`src/sva_pkg.sv`:
```
`timescale 1ns / 1ps
// ----------------------------------------------------------------------------
// sva_pkg - shared types for the synth voice allocator
// Command and result transaction structs, sequencer states and event codes.
// ----------------------------------------------------------------------------
package sva_pkg;

  localparam int CHAN_W = 4;
  localparam int KEY_W  = 7;
  localparam int VEL_W  = 7;
  localparam int IDX_W  = 4;

  // event codes
  localparam logic OP_NOTE_ON  = 1'b0;
  localparam logic OP_NOTE_OFF = 1'b1;

  typedef struct packed {
    logic              operation;
    logic [CHAN_W-1:0] channel;
    logic [KEY_W-1:0]  key;
    logic [VEL_W-1:0]  velocity;
  } cmd_t;

  typedef struct packed {
    logic [IDX_W-1:0]  voice_index;
    logic              voice_found;
    logic              was_reused;
    logic              stole_held_note;
    logic [CHAN_W-1:0] out_channel;
    logic [KEY_W-1:0]  out_key;
    logic [VEL_W-1:0]  out_velocity;
    logic              gate_now;
  } result_t;

  typedef enum logic [1:0] {
    ST_IDLE,
    ST_SCAN,
    ST_FINISH
  } state_t;

endpackage

```
`src/synth_voice_allocator.sv`:
```
`timescale 1ns / 1ps
// ----------------------------------------------------------------------------
// synth_voice_allocator - polyphonic voice allocator with oldest-voice stealing
// Tracks owner channel, key, gate and stamp per voice, serves note on / off.
// ----------------------------------------------------------------------------
// usage
//   command channel: a transaction is taken at a rising edge with start high
//   and busy low; cmd carries operation, channel, key and velocity
//   result channel: done is high for exactly one cycle with result valid;
//   the receiver cannot stall, so it must sample result whenever done is high
// timing
//   a valid event scans the voice table one voice per cycle through a single
//   subtract-and-compare unit fed by the registered table read port
//   busy stays high for VOICE_COUNT + 2 cycles (scan plus final write)
//   done rises VOICE_COUNT + 2 cycles after the accepting edge, and a new
//   event can be taken in that same cycle: one event per VOICE_COUNT + 3 cycles
//   an event on a channel at or above CHANNEL_COUNT is dropped: an all-zero
//   result follows one cycle later, busy never rises
// reset
//   synchronous rst frees every voice (assigned and gate bits clear), zeroes
//   the event counter and returns the sequencer to idle; free voices read
//   back a zero stamp, so the table memory itself needs no clearing pass
// ----------------------------------------------------------------------------
module synth_voice_allocator #(
  parameter int VOICE_COUNT   = 16,
  parameter int CHANNEL_COUNT = 16,
  parameter int STAMP_BITS    = 32
) (
  input  logic             clk,
  input  logic             rst,
  input  logic             start,
  input  sva_pkg::cmd_t    cmd,
  output logic             busy,
  output logic             done,
  output sva_pkg::result_t result
);

  import sva_pkg::*;

  localparam int VW = (VOICE_COUNT > 1) ? $clog2(VOICE_COUNT) : 1;
  localparam int CW = $clog2(VOICE_COUNT + 1);

  // sequencer
  state_t state;
  state_t state_next;

  // latched command
  cmd_t cur;

  // per-voice flags in flip-flops, reset at once
  logic [VOICE_COUNT-1:0] assigned;
  logic [VOICE_COUNT-1:0] gate;

  // voice table memory, read one entry per cycle
  logic [CHAN_W-1:0]     mem_chan  [VOICE_COUNT];
  logic [KEY_W-1:0]      mem_key   [VOICE_COUNT];
  logic [STAMP_BITS-1:0] mem_stamp [VOICE_COUNT];

  logic [CHAN_W-1:0]     rd_chan;
  logic [KEY_W-1:0]      rd_key;
  logic [STAMP_BITS-1:0] rd_stamp;
  logic [VW-1:0]         rd_idx;
  logic                  rd_vld;

  logic [CW-1:0]         cnt;
  logic [VW-1:0]         rd_addr;
  logic                  issue;

  logic [STAMP_BITS-1:0] counter;

  // scan results
  logic                  found;
  logic [VW-1:0]         match_idx;
  logic [VW-1:0]         best_idx;
  logic [STAMP_BITS-1:0] best_age;
  logic                  best_held;

  // shared compare unit
  logic                  e_assigned;
  logic                  e_gate;
  logic [STAMP_BITS-1:0] e_stamp;
  logic [STAMP_BITS-1:0] e_age;
  logic                  e_older;
  logic                  e_match;

  // finish stage
  logic                  ch_ok;
  logic [VW-1:0]         sel;
  logic                  wr_on;
  logic                  wr_off;
  result_t               result_next;

  assign ch_ok   = (5'(cmd.channel) < 5'(CHANNEL_COUNT));
  assign rd_addr = cnt[VW-1:0];
  assign issue   = (state == ST_SCAN) && (cnt < CW'(VOICE_COUNT));

  assign e_assigned = assigned[rd_idx];
  assign e_gate     = gate[rd_idx];
  // a free voice carries the reset stamp
  assign e_stamp    = e_assigned ? rd_stamp : '0;
  assign e_age      = counter - e_stamp;
  assign e_older    = (e_age >= best_age);
  assign e_match    = e_assigned && (rd_chan == cur.channel) && (rd_key == cur.key);

  assign sel    = found ? match_idx : best_idx;
  assign wr_on  = (state == ST_FINISH) && (cur.operation == OP_NOTE_ON);
  assign wr_off = (state == ST_FINISH) && (cur.operation == OP_NOTE_OFF) && found;

  // sequencer state register
  always_ff @(posedge clk) begin
    if (rst) begin
      state <= ST_IDLE;
    end else begin
      state <= state_next;
    end
  end

  // next state and handshake
  always_comb begin
    state_next = state;
    busy       = 1'b1;
    case (state)
      ST_IDLE: begin
        busy = 1'b0;
        if (start && ch_ok) begin
          state_next = ST_SCAN;
        end
      end
      ST_SCAN: begin
        if (cnt == CW'(VOICE_COUNT)) begin
          state_next = ST_FINISH;
        end
      end
      ST_FINISH: begin
        state_next = ST_IDLE;
      end
      default: begin
        state_next = ST_IDLE;
      end
    endcase
  end

  // table memory: registered read, single write
  always_ff @(posedge clk) begin
    rd_chan  <= mem_chan[rd_addr];
    rd_key   <= mem_key[rd_addr];
    rd_stamp <= mem_stamp[rd_addr];
    if (wr_on) begin
      mem_chan[sel] <= cur.channel;
      mem_key[sel]  <= cur.key;
    end
    if (wr_on || wr_off) begin
      mem_stamp[sel] <= counter;
    end
  end

  // latched command and per-entry scan state
  always_ff @(posedge clk) begin
    rd_idx <= rd_addr;
    if (state == ST_IDLE && start) begin
      cur <= cmd;
    end
    if (rd_vld) begin
      if (e_match && !found) begin
        match_idx <= rd_idx;
      end
      // first entry seeds the steal choice, later index wins on equal age
      if (rd_idx == '0) begin
        best_idx  <= rd_idx;
        best_age  <= e_age;
        best_held <= e_gate;
      end else if (e_gate) begin
        if (best_held && e_older) begin
          best_idx <= rd_idx;
          best_age <= e_age;
        end
      end else if (best_held || e_older) begin
        best_held <= 1'b0;
        best_idx  <= rd_idx;
        best_age  <= e_age;
      end
    end
  end

  // control registers
  always_ff @(posedge clk) begin
    if (rst) begin
      assigned <= '0;
      gate     <= '0;
      counter  <= '0;
      cnt      <= '0;
      rd_vld   <= 1'b0;
      found    <= 1'b0;
      done     <= 1'b0;
    end else begin
      // out-of-range channel: empty result, the sequencer stays idle
      done   <= (state == ST_FINISH) || (state == ST_IDLE && start && !ch_ok);
      rd_vld <= issue;
      case (state)
        ST_IDLE: begin
          cnt   <= '0;
          found <= 1'b0;
        end
        ST_SCAN: begin
          if (issue) begin
            cnt <= cnt + CW'(1);
          end
          if (rd_vld && e_match) begin
            found <= 1'b1;
          end
        end
        ST_FINISH: begin
          if (wr_on) begin
            assigned[sel] <= 1'b1;
            gate[sel]     <= 1'b1;
            counter       <= counter + STAMP_BITS'(1);
          end else if (wr_off) begin
            gate[sel] <= 1'b0;
            counter   <= counter + STAMP_BITS'(1);
          end
        end
        default: begin
          cnt <= '0;
        end
      endcase
    end
  end

  // result payload, all zero unless a voice is written
  always_comb begin
    result_next = '0;
    if (wr_on) begin
      result_next.voice_index     = IDX_W'(sel);
      result_next.voice_found     = 1'b1;
      result_next.was_reused      = found;
      result_next.stole_held_note = !found && best_held;
      result_next.out_channel     = cur.channel;
      result_next.out_key         = cur.key;
      result_next.out_velocity    = cur.velocity;
      result_next.gate_now        = 1'b1;
    end else if (wr_off) begin
      result_next.voice_index = IDX_W'(sel);
      result_next.voice_found = 1'b1;
      result_next.out_channel = cur.channel;
      result_next.out_key     = cur.key;
    end
  end

  always_ff @(posedge clk) begin
    if ((state == ST_IDLE && start && !ch_ok) || (state == ST_FINISH)) begin
      result <= result_next;
    end
  end

  // checks
  a_done_idle: assert property (@(posedge clk) disable iff (rst)
    done |-> !busy)
    else $error("result strobe while busy");

  a_accept_busy: assert property (@(posedge clk) disable iff (rst)
    (start && !busy && ch_ok) |=> busy)
    else $error("valid event accepted but sequencer did not start");

  a_empty_result: assert property (@(posedge clk) disable iff (rst)
    (done && !result.voice_found) |->
      (result == '0))
    else $error("no voice found but result not empty");

  a_reuse_no_steal: assert property (@(posedge clk) disable iff (rst)
    (done && result.was_reused) |-> (!result.stole_held_note && result.gate_now))
    else $error("reused voice flagged as stolen or ungated");

endmodule
```
`config.mk`:
```
export PLATFORM = sky130hd
export DESIGN_NAME = synth_voice_allocator
export DESIGN_NICKNAME = d
export VERILOG_FILES = /design/src/sva_pkg.sv /design/src/synth_voice_allocator.sv
export SDC_FILE = /design/constraint.sdc
export NUM_CORES = 1
export LEC_CHECK = 0
export BUFFER_PORTS_ARGS = -buffer_cell sky130_fd_sc_hd__clkbuf_2
export CAP_MARGIN = 20
export CORE_ASPECT_RATIO = 0.9
export CORE_MARGIN = 3
export CORE_UTILIZATION = 35
export CTS_CLUSTER_SIZE = 30
export DETAILED_ROUTE_END_ITERATION = 10
export PLACE_DENSITY = 0.52
export SYNTH_ARGS = -nofsm -noshare
export SYNTH_HDL_FRONTEND = slang
export SYNTH_SLANG_ARGS = --single-unit
```
`constraint.sdc`:
```
create_clock -name clk -period 9.1 [get_ports clk]
set_input_delay 1.365 -clock clk [delete_from_list [all_inputs] [get_ports clk]]
set_output_delay 1.365 -clock clk [all_outputs]
set_load 0.01 [all_outputs]
```
-- After elaboration in Yosys (flattened, before gate mapping)
Memory sizes are Yosys's and may differ from the RTL's. A register that Yosys moved wholly into a read port is not among the register bits.
Cells that the tools add are included.
- $add $sub $neg: 3
- magnitude comparators: 5
- eq/ne operators: 11
- mux-type cells: 40
- bitwise gates (word level): 6
- reductions and logical operators: 29
- operators with widths (operator ; number):
    32-bit 2-to-1 mux ; 7
    32-bit by 1-bit adder with 32-bit output (second input constant) ; 1
    32-bit greater-or-equal comparator ; 1
    16-bit 2-to-1 mux ; 2
    16-bit bitwise OR ; 2
    32-bit subtractor ; 1
    11-bit 2-to-1 mux ; 2
    4-bit 2-to-1 mux ; 5
    16-bit bitwise AND ; 1
    16-bit inverter ; 1
    5-bit 2-to-1 mux ; 3
    1-bit 2-to-1 mux ; 13
    1-bit logical AND ; 12
    2-bit AND reduction ; 6
    4-bit by 5-bit < comparator with 1-bit output (second input constant) ; 2
    5-bit case mux with 2 select lines ; 1
    1-bit binary-select mux with 4-bit select ; 2
    7-bit equality test ; 1
    2-bit by 1-bit != test with 1-bit output (second input constant) ; 3
    3-bit AND reduction ; 2
    2-bit nonzero test ; 3
    5-bit by 1-bit adder with 5-bit output (second input constant) ; 1
    5-bit equality test (second input constant) ; 1
    5-bit < comparator (second input constant) ; 1
    other kinds (16) ; 20
- register bits after elaboration: 164
- memory bits (writable): 688
- input bits: 22
- output and inout bits: 28
- word-level logic and storage cells: 122
- memories: 3
- memories (name ; depth ; width ; rd ports ; clocked after Yosys merged registers in ; write ports ; RTL line ; text):
    mem_stamp ; 16 ; 32 ; 1 ; 1 ; 1 ; synth_voice_allocator.sv:57 ; logic [STAMP_BITS-1:0] mem_stamp [VOICE_COUNT];
    mem_key ; 16 ; 7 ; 1 ; 1 ; 1 ; synth_voice_allocator.sv:56 ; logic [KEY_W-1:0] mem_key [VOICE_COUNT];
    mem_chan ; 16 ; 4 ; 1 ; 1 ; 1 ; synth_voice_allocator.sv:55 ; logic [CHAN_W-1:0] mem_chan [VOICE_COUNT];

-- Longest topological paths before layout
Gate-level depths: netlist of run 1.
- depth after elaboration: 9
- gate-level depth with buffers: 22
- mapped depth without buffers: 20

-- Least setup slack after synthesis of run 1
Ideal clock, no wire load.
- path kind: flip-flop to flip-flop
- start: register rd_idx[1]
- end: register best_age[0] (enable)
- library setup time: 0.429 ns
- data arrival time: 6.212 ns
- required time: 8.671 ns
- setup slack: 2.458 ns
- stages on the path, launching flop included: 21
- buffers on the path: 1
- clock period less this slack: 6.642 ns
- cells stage by stage: dfxtp_1 > buf_4 > mux4_2 > mux4_2 > and2_1 > ha_1 > fa_1 > nand2b_1 > a211oi_2 > o31ai_2 > o41ai_4 > a41oi_1 > o21ai_1 > xor2_1 > ha_1 > nand4_1 > nor3_1 > inv_1 > nor3_1 > a211oi_1 > nor2_1
- longest elaborated chain between the ends: 8
- elaborated cells between the ends (all ways): 13
- those cells by class: add/sub (1); order compare (1); eq/ne (1); mux (5); reduce/logical (5)
- ends and longest elaborated chain (item ; RTL line ; text):
    start, declared ; synth_voice_allocator.sv:62 ; logic [VW-1:0] rd_idx;
    start signal, assigned ; synth_voice_allocator.sv:159 ; rd_idx <= rd_addr;
    1-bit binary-select mux with 4-bit select * ; synth_voice_allocator.sv:97 ; assign e_assigned = assigned[rd_idx];
    1-bit 2-to-1 mux (implied by the code) * ; synth_voice_allocator.sv:97 ;
    32-bit 2-to-1 mux * ; synth_voice_allocator.sv:100 ; assign e_stamp = e_assigned ? rd_stamp : '0;
    32-bit subtractor * ; synth_voice_allocator.sv:101 ; assign e_age = counter - e_stamp;
    net e_age[30] ; synth_voice_allocator.sv:82 ; logic [STAMP_BITS-1:0] e_age;
    32-bit greater-or-equal comparator * ; synth_voice_allocator.sv:102 ; assign e_older = (e_age >= best_age);
    1-bit logical AND / 1-bit logical OR (equally long branches) ; synth_voice_allocator.sv:173, synth_voice_allocator.sv:177 ;
    3-bit by 1-bit != test with 1-bit output (no source line) / 3-bit nonzero test (equally long branches) ; -- ;
    3-bit AND reduction (no source line) * ; -- ;
    end signal, assigned ; synth_voice_allocator.sv:170 ; best_age <= e_age;
    end signal, assigned ; synth_voice_allocator.sv:175 ; best_age <= e_age;
    end signal, assigned ; synth_voice_allocator.sv:180 ; best_age <= e_age;
    end, declared ; synth_voice_allocator.sv:75 ; logic [STAMP_BITS-1:0] best_age;
The timed path passes the listed nets; every way through them passes the cells marked *. The select of a mux whose other input is x is not followed.
A chain may end at the register's enable or synchronous reset.

-- Worst setup path after layout of run 1
- start: register rd_idx[1]
- end: register best_idx[0] (enable)
- longest elaborated chain between the ends: 8
- elaborated cells between the ends (all ways): 13
- those cells by class: add/sub (1); order compare (1); eq/ne (1); mux (5); reduce/logical (5)
- ends and longest elaborated chain (item ; RTL line ; text):
    1-bit binary-select mux with 4-bit select * ; synth_voice_allocator.sv:97 ;
    1-bit 2-to-1 mux (implied by the code) * ; synth_voice_allocator.sv:97 ;
    32-bit 2-to-1 mux * ; synth_voice_allocator.sv:100 ;
    32-bit subtractor * ; synth_voice_allocator.sv:101 ;
    net e_age[30] ; synth_voice_allocator.sv:82 ;
    32-bit greater-or-equal comparator * ; synth_voice_allocator.sv:102 ;
    1-bit logical AND / 1-bit logical OR (equally long branches) ; synth_voice_allocator.sv:173, synth_voice_allocator.sv:177 ;
    3-bit by 1-bit != test with 1-bit output (no source line) / 3-bit nonzero test (equally long branches) ; -- ;
    3-bit AND reduction (no source line) * ; -- ;
    end signal, assigned ; synth_voice_allocator.sv:169 ; best_idx <= rd_idx;
    end signal, assigned ; synth_voice_allocator.sv:174 ; best_idx <= rd_idx;
    end signal, assigned ; synth_voice_allocator.sv:179 ; best_idx <= rd_idx;
    end, declared ; synth_voice_allocator.sv:74 ; logic [VW-1:0] best_idx;
Marks and branches as above.

==> impl_metrics.toml, run 1 <==
[routing]
antenna_left = 0
vias = 18000
drtIter0Drc = 1463
routed_via_density = 5.19
first_pass_iters = 5
finalWirelength_um = 84600
drc = 0
wl_per_cell_um = 24.4

[finish]
diodes = 0
final_cell_mix = "edfxtp_1, mux4_2, dfxtp_1, nor2_1, clkbuf_16"
syn2layout_area_growth_pct = 14.5
fill_cells = 9046
final_nets = 2130
layout_commonest_cell = "edfxtp_1"
drive_above_1_share_pct = 23.0

[global_route]
met2_usage_pct = 25.1
overflow = 0
grt_pass1_vias = 18800
grt_busiest_layer = "met2"
antenna_found_initial = 5
grt_use_total_pct = 16.2
grtUsageMet3_pct = 2.86
grt_pass1_wl_um = 126000
grtUsageMet1_pct = 23.6
grt_max_degree = 137

[worst_setup_path]
criticalPathCategory = "reg2reg"
slowest_delay_ns = 0.80
cp_max_fo = 33
cp-end-kind = "register"
cp-start-kind = "register"
worstPathRequired_ns = 9.51
cp.arrival_ns = 7.12
critPathSlowestCell = "mux4_2"
worst-path-buf-inv = 1
crit_family = "compound AO/OA/AOI/OAI gates"
crit_chain = "mux4_2, mux4_2, and2_1, ha_1, fa_1, nand2b_1, a211oi_2, o31ai_2, o41ai_4, a41oi_1, o21ai_1, xor2_1, ha_1, nand4_1, nor3_1, a221oi_1, nand4_1, a211oi_1, nor2_4, buf_12"

[floorplanning]
io_pins = 50
rows = 110
die_y_um = 309
die_w_um = 342
core_um2 = 100000
dieArea_um2 = 106000
start_util_pct = 35.5

[synthesis]
ys.flop_type = "edfxtp_1"
seq_area_frac_synth_pct = 72.0
synth_top_family_by_area = "multiplexers"
synth_compound_area_share_pct = 3.24
synthXorXnorAreaFrac_pct = 1.70
synth_seq_cells = 895
synth_nets = 2025
ys_types = 72
avgSynthCellArea_um2 = 18.4
syn_inst = 1936
synth-adder-area-share_pct = 2.37
synth_mux_area_share_pct = 14.3
yosysWarnings = 0
yosys.area_share.simple_pct = 4.71
synth-edff-count = 774
synth_area_um2 = 35600
synthArstFlopShare_pct = 0

[clock_tree]
clockBufferDepth = 3
cts-buffers-inserted = 95
cts.repair.resized = 0
cts-root-buf = "clkbuf_16"
cts_hold_buf = 0
clock-sinks = 895
cts_setup_buffers = 0
insertion_delay_ns = 0.67
cts_max_level = 3
cts_tree = "done"
clk_pin_slew_ns = 0.06

[timing]
timing.final.crit_period_ns = 6.71
setup_violations = 0
finalCritPeriodShare_pct = 73.7
relSlewSlack_pct = 9.35
rsz0062_at_grt = "no"
hold_ws_ns = 0.474
worstMarginPinSlew_ns = 1.36
skew_ns = 0.0273
report.final.slew_viol_count = 0
hold_viol = 0
tns_ns = 0
fmax_mhz = 149

[power]
switching_share_pct = 20.3
switching_power_w = 0.00171
p_clk_share_pct = 45.1
comb_power_share_pct = 1.9
vdd_drop_max_v = 0.000143
intPower_w = 0.00670
power_density_nw_per_um2 = 206
power_frac_seq_pct = 53.0
total_power_w = 0.00840
leakagePower_nw = 13.5

[flow_run]
drv_cap = 0

[run_status]
status = "complete, no violations"

[placed_design]
numPortBuffers = 49
place_hpwl_um = 47900
gp_congestion = 0.836

[min_path]
holdCritPathClass = "reg2reg"
final cells by class:
cell class	count	area, µm²	share of cell area [%]
Sequential cell	895	25700	62.9
Multi-Input combinational cell	890	9500	23.3
Clock buffer	117	2490	6.10
Tap cell	1344	1680	4.12
Timing Repair Buffer	92	611	1.50
Clock inverter	60	603	1.48
Inverter	67	258	0.631
registers in the layout, summed over array words and instances, names as in the netlist, 4 cells and up, named ones only:
name       cells
result        26
rd_key         7
rd_chan        4
match_idx      4
rd_idx         4
best_age      32
cur           19
rd_stamp      32
cnt            5
assigned      16
counter       32
mem_chan      64
mem_key      112
best_idx       4
mem_stamp    512
power by group through the flow:
stage	clock network (W)	logic [W]	registers, W
finish	0.00379	0.000157	0.00445
global route	0.00407	0.000171	0.00446
CTS	0.00391	0.000158	0.00445
detailed placement	0	0.000158	0.00454
global placement	0	0.000156	0.00454
floorplan	0	0.000121	0.00453
cell usage after synthesis (all sizes together), types with 4 or more instances:
cell type  instances  share of area, %
a22oi              5              0.11
a21o              19              0.40
xor2              27              0.66
a211oi             7              0.16
edfxtp           774                65
nor2             127               1.3
buf               27              0.37
mux4             224                14
nand3             23              0.36
nand4             20              0.37
dfxtp            121               6.8
a21oi             62              0.87
xnor2             42               1.0
nand2b            14              0.27
nor2b              7              0.12
o21bai             4             0.084
nor3              10              0.15
clkbuf            57              0.60
and3              22              0.39
o31ai              7              0.16
nand2             84              0.91
or3                8              0.14
ha                66               2.3
and4               5              0.12
a31oi              6              0.11
and2              13              0.23
o21ai             43              0.60
inv               65              0.68
final timing paths:
path,startpoint,to,slack (ns),cells after the start
hold reg to reg,assigned[11],assigned[11],0.47,2
hold / removal,assigned[11],assigned[11],0.47,2
setup reg to reg,rd_idx[1],best_idx[0],2.39,20
setup / recovery,rd_idx[1],best_idx[0],2.39,20
metrics by stage:
stage | util (%) | cells | instance area [µm²] | setup WS (ns)
6_report | 40.6 | 3465 | 40800 | 2.39
5_1_grt | 40.6 | 3465 | 40800 | 1.92
4_1_cts | 40.6 | 3463 | 40800 | 1.86
3_5_place_dp | 37.5 | 3286 | 37700 | 1.85
3_3_place_gp | 37.5 | 3286 | 37700 | 1.95
2_1_floorplan | - | 1936 | 35600 | 2.46
cells by family after synthesis:
group | Yosys count
buffers and inverters | 151
muxes | 229
and+or+nand+nor | 344
DFF | 895
xor gates and xnor gates | 69
AOI/OAI and AO/OA | 181
adders and majority gates | 67
routing by layer:
layer	vias to the layer above	wire length, µm
met4	0	1660
met5	-	0
met3	110	4410
met1	9549	39400
met2	431	39100
li1	7906	-
tightest hold or removal path, stage by stage, from the launching register on:
cell     delay (ns)
dfxtp_1        0.32
nor2_1         0.05
nor2_1         0.07
Note: power is estimated with default switching activity, not from simulation.
==> run 2: changes to the inputs <==
--- a/config.mk
+++ b/config.mk
@@ -5,6 +5,7 @@
 export SDC_FILE = /design/constraint.sdc
 export NUM_CORES = 1
 export LEC_CHECK = 0
+export ABC_AREA = 1
 export BUFFER_PORTS_ARGS = -buffer_cell sky130_fd_sc_hd__clkbuf_2
 export CAP_MARGIN = 20
 export CORE_ASPECT_RATIO = 0.9
@@ -12,7 +13,7 @@
 export CORE_UTILIZATION = 35
 export CTS_CLUSTER_SIZE = 30
 export DETAILED_ROUTE_END_ITERATION = 10
-export PLACE_DENSITY = 0.52
+export PLACE_DENSITY = 0.54
 export SYNTH_ARGS = -nofsm -noshare
 export SYNTH_HDL_FRONTEND = slang
 export SYNTH_SLANG_ARGS = --single-unit
==> constraint.sdc (replaced) <==
create_clock -name clk -period 5.4 [get_ports clk]
set_input_delay 0.81 -clock clk [delete_from_list [all_inputs] [get_ports clk]]
set_output_delay 0.81 -clock clk [all_outputs]
set_load 0.01 [all_outputs]
==> run 2 against run 1 <==
Compared with the run above:
- clock skew increased by 0.013 ns
- final cell count increased by 32%
- count of clock-buffer cells in the layout increased by 9
==> impl_metrics.toml, run 2 <==
[run_status]
status = "complete, no violations"

[timing]
report.final.slew_viol_count = 0
relSlewSlack_pct = 27.1
rsz0062_at_grt = "no"
setup_violations = 0
tns_ns = 0
skew_ns = 0.0403
worstMarginPinSlew_ns = 1.09
timing.final.crit_period_ns = 4.87
hold_ws_ns = 0.306
hold_viol = 0
fmax_mhz = 205
finalCritPeriodShare_pct = 90.2

[worst_setup_path]
r2r_start = "rd_idx[0]"
rr_worst_depth = 26
r2r_setup_slack_ns = 0.53
cp.arrival_ns = 5.22
critPathCapture = "best_idx[0]"
critPathLaunch = "rd_idx[0]"
cp-end-kind = "register"
criticalPathCategory = "reg2reg"
r2r_end = "best_idx[0]"
worstPathRequired_ns = 5.75
cp_max_fo = 34
cp-start-kind = "register"

[finish]
reg.largest.list = "mem_stamp (512), mem_key (112), mem_chan (64)"
regMostFlops = "mem_stamp"
drive_above_1_share_pct = 11.6
layout_commonest_cell = "edfxtp_1"
largest_reg_flops = 512
diodes = 0
final_cell_mix = "edfxtp_1, nor2_1, o21ai_0, nand2_1, inv_1"
syn2layout_area_growth_pct = 15.1
final_nets = 3228
finalInstanceArea_um2 = 42400

[routing]
antenna_left = 0
routed_via_density = 5.33
drc = 0
first_pass_iters = 5
wl_per_cell_um = 22.5
drtIter0Drc = 2199
vias = 24400
finalWirelength_um = 103000

[clock_tree]
clock-sinks = 895
cts-buffers-inserted = 95
cts_hold_buf = 0
cts_max_level = 3
cts-root-buf = "clkbuf_16"
insertion_delay_ns = 0.68
cts_tree = "done"
clk_pin_slew_ns = 0.06
clockBufferDepth = 3

[synthesis]
yosysMostFrequentCell = "edfxtp_1"
synth_top_area_share_pct = 63.1
seq_area_frac_synth_pct = 69.7
synth_area_um2 = 36800
synthArstFlopShare_pct = 0
synth_top_cells_by_count = "edfxtp_1, nor2_1, o21ai_0"
syn_inst = 3067
synth-edff-count = 774
synth_area_leaders = "edfxtp_1, dfxtp_1, o21ai_0"
ys_types = 47
yosysWarnings = 0
synth_seq_cells = 895
ys.flop_type = "edfxtp_1"
synth_area_leader_cell = "edfxtp_1"
synth_nets = 3156
avgSynthCellArea_um2 = 12.0

[power]
intPower_w = 0.0116
p_clk_share_pct = 43.1
vdd_drop_max_v = 0.000261
switching_power_w = 0.00353
leakagePower_nw = 14.5
switching_share_pct = 23.4
power_frac_seq_pct = 50.3
power_density_nw_per_um2 = 356
comb_power_share_pct = 6.6

[floorplanning]
io_pins = 50
die_y_um = 314
die_w_um = 348
dieArea_um2 = 109000
rows = 112
core_um2 = 104000
start_util_pct = 35.4

[placed_design]
gp_congestion = 0.887
numPortBuffers = 49
place_area_um2 = 39200
place_hpwl_um = 59700

[global_route]
overflow = 0
antenna_found_initial = 1
grt_use_total_pct = 18.7
grt_pass1_wl_um = 154000
grt_max_degree = 160
grt_pass1_vias = 23500

[min_path]
holdCritPathClass = "in2reg"

[flow_run]
drv_cap = 0
## run 2: through the flow
stage                     total power, W  cells  util, %  setup slack (ns)
after floorplan                  0.00840   3067        -            0.0736
after global placement           0.00873   4401     37.5             0.464
after detailed placement         0.00874   4407     37.7             0.432
after CTS                         0.0152   4586     40.7             0.415
after global routing              0.0156   4589     40.8            0.0241
final                             0.0151   4589     40.8             0.530
## run 2: power groups by stage
stage               Sequential [W]  Clock [W]  Combinational, W
finish                     0.00760    0.00650          0.000999
global route               0.00761    0.00690           0.00114
floorplan                  0.00770          0          0.000707
CTS                        0.00760    0.00663          0.000996
detailed placement         0.00775          0          0.000991
global placement           0.00775          0          0.000981
## run 2: cell type report
type / instances / area [µm²]
clock buffer: 126 / 2580
clock inverter: 53 / 537
fill: 9741 / 61600
inverter: 175 / 679
multi-input combinational: 1831 / 10000
sequential: 895 / 25700
tap: 1368 / 1710
timing repair buffer: 141 / 1180
## run 2: what timing repair did
| item | in CTS | in global routing |
|---|---|---|
| setup buffers | 0 | 0 |
| endpoints found under the setup margin | 0 | 36 |
| gates resized for setup | 0 | 11 |
## run 2: worst min path at each step
stage,start,end,cells after the start
floorplan,cnt[2],rd_idx[2],0
global placement,assigned[2],assigned[2],1
detailed placement,assigned[7],assigned[7],2
CTS,cmd[15],cur[15],1
global route,cmd[10],cur[10],1
finish,cmd[15],cur[15],1
## run 2: logic make-up after synthesis
| group | synth area share, % |
|---|---|
| buffers and inverters | 3.52 |
| AOI/OAI and AO/OA | 12.9 |
| and+or+nand+nor | 10.7 |
| DFF | 69.7 |
| xor gates and xnor gates | 0.951 |
| adders and majority gates | 2.30 |
## run 2: worst max-delay path, stage by stage, from the launching register on
cell and delay [ns]:
dfxtp_2 0.37, clkinvlp_4 0.17, a21oi_1 0.16, o21ai_0 0.11, nand3_1 0.08, nand3_1 0.09, nand2_1 0.12, buf_12 0.20
nand2_1 0.08, ha_1 0.41, nand2_1 0.15, nor2_1 0.22, inv_1 0.10, nor3_1 0.23, nand3_1 0.11, o211ai_1 0.33
xor2_1 0.18, ha_1 0.32, nand4_1 0.14, nor3_2 0.22, nand3_1 0.11, nand3_1 0.11, nand2_1 0.05, nand2_1 0.05
nand2_1 0.08, nor2_4 0.15, buf_6 0.20
## run 2: layer usage
layer  global-route usage [%]  wire (µm)  up-vias
met4                     5.80       2630        0
li1                         -          -    11300
met3                     2.78       6130      156
met5                        0          0        -
met2                     28.8      46400      762
met1                     27.3      48200    12200
